==> src/design/sbri_pkg.sv <==
// ---------------------------------------------------------------------------
// sbri_pkg
// Shared constants and types for the ray versus box slab test.
// ---------------------------------------------------------------------------
`timescale 1ns / 1ps

package sbri_pkg;

    localparam int FRAC_W   = 16;              // Q16.16 fraction bits
    localparam int QBITS    = 31;              // quotient magnitude bits
    localparam int NUM_W    = 35;              // edge distance width, signed
    localparam int HI_SH    = QBITS - FRAC_W;  // shift that gives the first partial remainder
    localparam int DIV_LAT  = QBITS + 3;       // divider register stages
    localparam int PIPE_LAT = DIV_LAT + 8;     // request to result strobe

    localparam logic signed [31:0] T_MAX = 32'sh7FFF_FFFF;
    localparam logic signed [31:0] ONE_Q = 32'sh0001_0000;

    // Per-request data that travels beside the dividers
    typedef struct packed {
        logic               mode;
        logic               miss;
        logic signed [31:0] ox;
        logic signed [31:0] oy;
        logic signed [31:0] dx;
        logic signed [31:0] dy;
    } t_sb;

endpackage

==> src/design/sbri_div.sv <==
// ---------------------------------------------------------------------------
// sbri_div
// Pipelined signed divider: (num * 2^16) / den, truncated toward zero and
// saturated to +-T_MAX. One quotient bit per stage, a new request every cycle.
// ---------------------------------------------------------------------------
`timescale 1ns / 1ps

module sbri_div (
    input  logic                              i_clk,
    input  logic signed [sbri_pkg::NUM_W-1:0] i_num,
    input  logic signed [31:0]                i_den,
    output logic signed [31:0]                o_quo,
    output logic                              o_ok
);
    import sbri_pkg::*;

    localparam int HI_W = NUM_W - HI_SH;

    // operand magnitudes
    logic [NUM_W-1:0] r_an;
    logic [31:0]      r_ad;
    logic             r_neg;
    logic             r_dz;
    logic             r_nz;

    // bit-serial stages
    logic [31:0]      r_rem [0:QBITS];
    logic [QBITS-1:0] r_low [0:QBITS];
    logic [QBITS-1:0] r_q   [0:QBITS];
    logic [31:0]      r_d   [0:QBITS];
    logic             r_sn  [0:QBITS];
    logic             r_ovf [0:QBITS];
    logic             r_ok  [0:QBITS];

    logic [HI_W-1:0]  n_hi;
    logic [31:0]      n_mag;

    // take magnitudes and signs
    always_ff @(posedge i_clk) begin
        r_an  <= i_num[NUM_W-1] ? NUM_W'(-i_num) : NUM_W'(i_num);
        r_ad  <= i_den[31] ? 32'(-i_den) : 32'(i_den);
        r_neg <= i_num[NUM_W-1] ^ i_den[31];
        r_dz  <= (i_den == '0);
        r_nz  <= (i_num == '0);
    end

    // quotient of 2^31 or more saturates; otherwise the top part is the first remainder
    assign n_hi = r_an[NUM_W-1:HI_SH];

    always_ff @(posedge i_clk) begin
        r_rem[0] <= 32'(n_hi);
        r_low[0] <= {r_an[HI_SH-1:0], {FRAC_W{1'b0}}};
        r_q[0]   <= '0;
        r_d[0]   <= r_ad;
        r_sn[0]  <= r_neg;
        r_ovf[0] <= r_dz | (32'(n_hi) >= r_ad);
        r_ok[0]  <= ~(r_dz & r_nz);
    end

    // one restoring step per stage
    for (genvar k = 0; k < QBITS; k++) begin : g_step
        logic [32:0] t;
        logic        ge;
        assign t  = {r_rem[k], r_low[k][QBITS-1]};
        assign ge = (t >= {1'b0, r_d[k]});
        always_ff @(posedge i_clk) begin
            r_rem[k+1] <= ge ? 32'(t - {1'b0, r_d[k]}) : t[31:0];
            r_low[k+1] <= r_low[k] << 1;
            r_q[k+1]   <= {r_q[k][QBITS-2:0], ge};
            r_d[k+1]   <= r_d[k];
            r_sn[k+1]  <= r_sn[k];
            r_ovf[k+1] <= r_ovf[k];
            r_ok[k+1]  <= r_ok[k];
        end
    end

    // saturate and restore sign
    assign n_mag = r_ovf[QBITS] ? T_MAX : {1'b0, r_q[QBITS]};

    always_ff @(posedge i_clk) begin
        o_quo <= r_sn[QBITS] ? -$signed(n_mag) : $signed(n_mag);
        o_ok  <= r_ok[QBITS];
    end

endmodule

==> config.mk <==
export PLATFORM = sky130hd
export DESIGN_NAME = sbri_div
export DESIGN_NICKNAME = d
export VERILOG_FILES = /design/src/design/sbri_pkg.sv /design/src/design/sbri_div.sv
export SDC_FILE = /design/constraint.sdc
export NUM_CORES = 2
export LEC_CHECK = 0
export ABC_AREA = 0
export BUFFER_PORTS_ARGS = -buffer_cell sky130_fd_sc_hd__buf_2
export CORE_UTILIZATION = 35
export DETAILED_ROUTE_END_ITERATION = 16
export PLACE_DENSITY = 0.47
export SLEW_MARGIN = 20
export SYNTH_ARGS = -nofsm -noshare
export SYNTH_HDL_FRONTEND = slang
export SYNTH_MEMORY_MAX_BITS = 65536
export SYNTH_SLANG_ARGS = --single-unit
export TNS_END_PERCENT = 30
==> constraint.sdc <==
create_clock -name i_clk -period 8.7 [get_ports i_clk]
set_input_delay 0.435 -clock i_clk [delete_from_list [all_inputs] [get_ports i_clk]]
set_output_delay 0.435 -clock i_clk [all_outputs]
set_load 0.01 [all_outputs]
==> results_dict.tcl <==
set metrics [dict create \
    power.density_mw_per_mm2 419 \
    finalCritPeriodShare_pct 51.8 \
    finish.utilization_pct 40.3 \
    tns_ps 0 \
    postCtsSetupRepairBufs 0 \
    hp-start "i_num[34]" \
    synthDistinctLibCells 97 \
    synth_warnings 0 \
    first_pass_iters 6 \
    viasPerCell 4.92 \
    critPathMostFrequentCell "inv_1" \
    final_hold_viol_count 0 \
    synth_top_area_cell "dfxtp_1" \
    slew_headroom_pct 14.5 \
    synth_mux_area_share_pct 3.27 \
    area_growth_pct 14.7 \
    htreeDepth 5 \
    drive_gt1_share_pct 8.45 \
    synth_ff_type "dfxtp_1" \
    synth_simple_gate_area_share_pct 10.8 \
    cp-start-kind "flop" \
    io_buffer_count 100 \
    placed_cell_area_sq_mm 0.125 \
    numClockSinks 2787 \
    path_cells "inv_1, ha_1, nor2b_1, o21ai_0, a21boi_1, o31ai_1, a31oi_1, a41oi_1, a21oi_1, o31a_1, a31oi_4, buf_4, inv_1, mux2_2" \
    cts.path.max_buffers 4 \
    drt-initial-drc-count 4951 \
    skew_ps 96.2 \
    p_sw_share_pct 37.9 \
    maxSlewViolCount 0 \
    cp.required_ps 9430 \
    drc 0 \
    critPathMaxStageDelay_ps 550 \
    max_freq_mhz 222 \
    status "finished, final reports clean" \
    grt_pass1_vias 86100 \
    min_delay_worst_endpoint "r_an[20]" \
    ir_drop_mv 0.183 \
    wl_um 308000 \
    crit_type "reg2reg" \
    layoutNonFillerInstCount 17600 \
    crit_fanout 54 \
    clk_latency_ps 930 \
    crit_path_top_delay_cell "a41oi_1" \
    clk_pin_slew_ps 60 \
    path_delay_family "compound AO/OA/AOI/OAI gates" \
    initial_utilization_pct 35.2 \
    final_area_sq_mm 0.137 \
    die_w_um 586 \
    cts_tree "yes" \
    synth_nets 13600 \
    yosys-top-cells-area "dfxtp_1 47%, ha_1 11%, a21oi_1 4.0%" \
    core_area_sq_mm 0.340 \
    end_kind "flop" \
    power_switching_mw 21.8 \
    comb_power_share_pct 43.5 \
    synth_adder_area_share_pct 11.0 \
    whs_ps 99.5 \
    critical_path_buf_inv_count 3 \
    synth_xor_area_share_pct 6.44 \
    grtUsageTotal_pct 17.5 \
    tightest_slew_ps 1250 \
    worstRegToRegCells 14 \
    dp.cells 16900 \
    grt-ovfl-total 0 \
    hold_class "in2reg" \
    synth_edf_count 0 \
    ant_nets 0 \
    synth_compound_area_share_pct 16.8 \
    grt_pass1_wl_um 479000 \
    ioPinCount 101 \
    r2r_slack_ps 4190 \
    crit-reg2reg-launch "r_d[1][97]" \
    grt_max_degree 65 \
    clockPowerShare_pct 23.8 \
    die_area_sq_mm 0.344 \
    syn_inst 12500 \
    synth_top_family_by_area "compound AO/OA/AOI/OAI gates" \
    post_drt_wl_per_cell_um 17.5 \
    nets 13900 \
    setup_viol 0 \
    rsz0062_at_grt "no" \
    fp.dieH_um 586 \
    cts_buffers 311 \
    dp_hpwl_um 243000 \
    antenna_found_initial 11 \
    vias 86600 \
    whs_path_depth 4 \
    rr_endpoint "r_rem[20][18]" \
    intPower_mw 35.6 \
    gp_congestion 0.881 \
    synth-seq-cells 2787 \
    p_leak_nw 62.2 \
    synth.avg_cell_area_sq_um 9.54 \
    clockRootBuffer "clkbuf_16" \
    synth_async_sr_flop_share_pct 0 \
    arrival_ps 5240 \
    finalCriticalPeriod_ps 4510 \
    netlist.area_leader.share_pct 46.7 \
    synth.cell_area_sq_mm 0.119 \
    rows 214 \
    maxCapViolations 0 \
    yosysSeqAreaShare_pct 46.7 \
    sequentialPowerShare_pct 32.8 \
]
cell type report:
type | instances | area (sq um)
clock inverters | 135 | 1890
well taps | 4536 | 5680
fillers | 33200 | 203000
repair buffers | 248 | 1890
diodes | 10 | 25.0
clock buffers | 426 | 8980
multi-input cells | 8193 | 58100
flip-flops and latches | 2787 | 55800
inverters | 1258 | 4720
per-layer routing:
layer  wire length (um)  part of all wire [%]  vias to the layer above  global-route usage [%]
met5                  0                     0                        -                       0
met4               9090                   3.0                        0                    5.36
met3              12500                   4.1                      474                    2.32
met2             146000                    47                     1586                    30.2
met1             140000                    46                    40800                    22.6
li1                   -                     -                    43800                       -
synth_stat cells (87+ instances only):
cell,instances
nand4_1,139
clkbuf_1,246
mux2_2,322
nand2b_1,149
nand3_1,188
o31ai_1,87
a21oi_1,962
dfxtp_1,2787
o21bai_1,92
ha_1,1003
o21a_1,133
nand2_1,930
a21o_1,512
xor2_1,355
a31oi_1,92
nor2b_1,155
xnor2_1,524
o21ai_0,860
inv_1,1257
nor3_1,125
nor2_1,624
repair_timing:
item	in CTS	in global routing
hold buffers	113	0
endpoints found under the hold margin	70	0
resized for setup	0	0
per-stage QoR:
step,setup WS (ps),total power [mW]
2_1_floorplan,5130,37.2
4_1_cts,4220,58.1
3_3_place_gp,4280,43.8
3_5_place_dp,4260,43.9
5_1_grt,3850,61.8
6_report,4190,57.4
kinds of logic after synthesis:
kind of cell | count (synthesis)
AOI/OAI and AO/OA | 3235
DFF | 2787
and+or+nand+nor | 2696
buffers and inverters | 1545
adders and majority gates | 1033
xor gates and xnor gates | 879
muxes | 350
flip-flops by register name, indices dropped and copies added (netlist names):
name,cells
r_rem,980
r_ok,32
o_quo,32
r_sn,32
r_d,992
r_an,35
r_nz,1
r_ad,32
r_dz,1
o_ok,1
r_low,120
r_q,496
r_ovf,32
r_neg,1
worst max path at each step:
stage | startpoint | end | slack, ps | cells past startpoint
2_1_floorplan | r_ovf[1][15] | o_quo[28] | 5130 | 14
3_3_place_gp | r_d[1][129] | r_rem[21][10] | 4280 | 13
3_5_place_dp | r_d[1][4] | r_rem[17][5] | 4260 | 14
4_1_cts | r_d[1][4] | r_rem[17][5] | 4220 | 14
5_1_grt | r_d[1][4] | r_rem[17][2] | 3850 | 14
6_report | r_d[1][97] | r_rem[20][18] | 4190 | 14
worst reg2reg max path: cells and delay by family (launching register included):
| kind | cells | cell delay (ps) |
|---|---|---|
| adders and majority gates | 1 | 290 |
| and+or+nand+nor | 1 | 140 |
| buffers and inverters | 3 | 690 |
| AOI/OAI and AO/OA | 8 | 2580 |
| DFF | 1 | 390 |
| muxes | 1 | 300 |
power groups by stage:
stage               Clock, mW  Combinational [mW]  Sequential (mW)
floorplan                   0                19.4             17.8
global placement            0                24.6             19.2
detailed placement          0                24.8             19.2
CTS                      14.1                25.0             18.9
global route             14.6                27.9             19.2
finish                   13.6                24.9             18.8
cells in the final DEF, fill, tap and decap left out, types with 139 or more instances in the layout:
cell type,n
a21o_1,511
a21oi_1,958
clkbuf_16,314
dfxtp_1,2785
ha_1,1003
inv_1,1257
mux2_2,322
nand2_1,930
nand2b_1,149
nand3_1,188
nand4_1,139
nor2_1,623
nor2b_1,155
o21ai_0,860
xnor2_1,524
xor2_1,355
(Power assumes the default switching activity.)
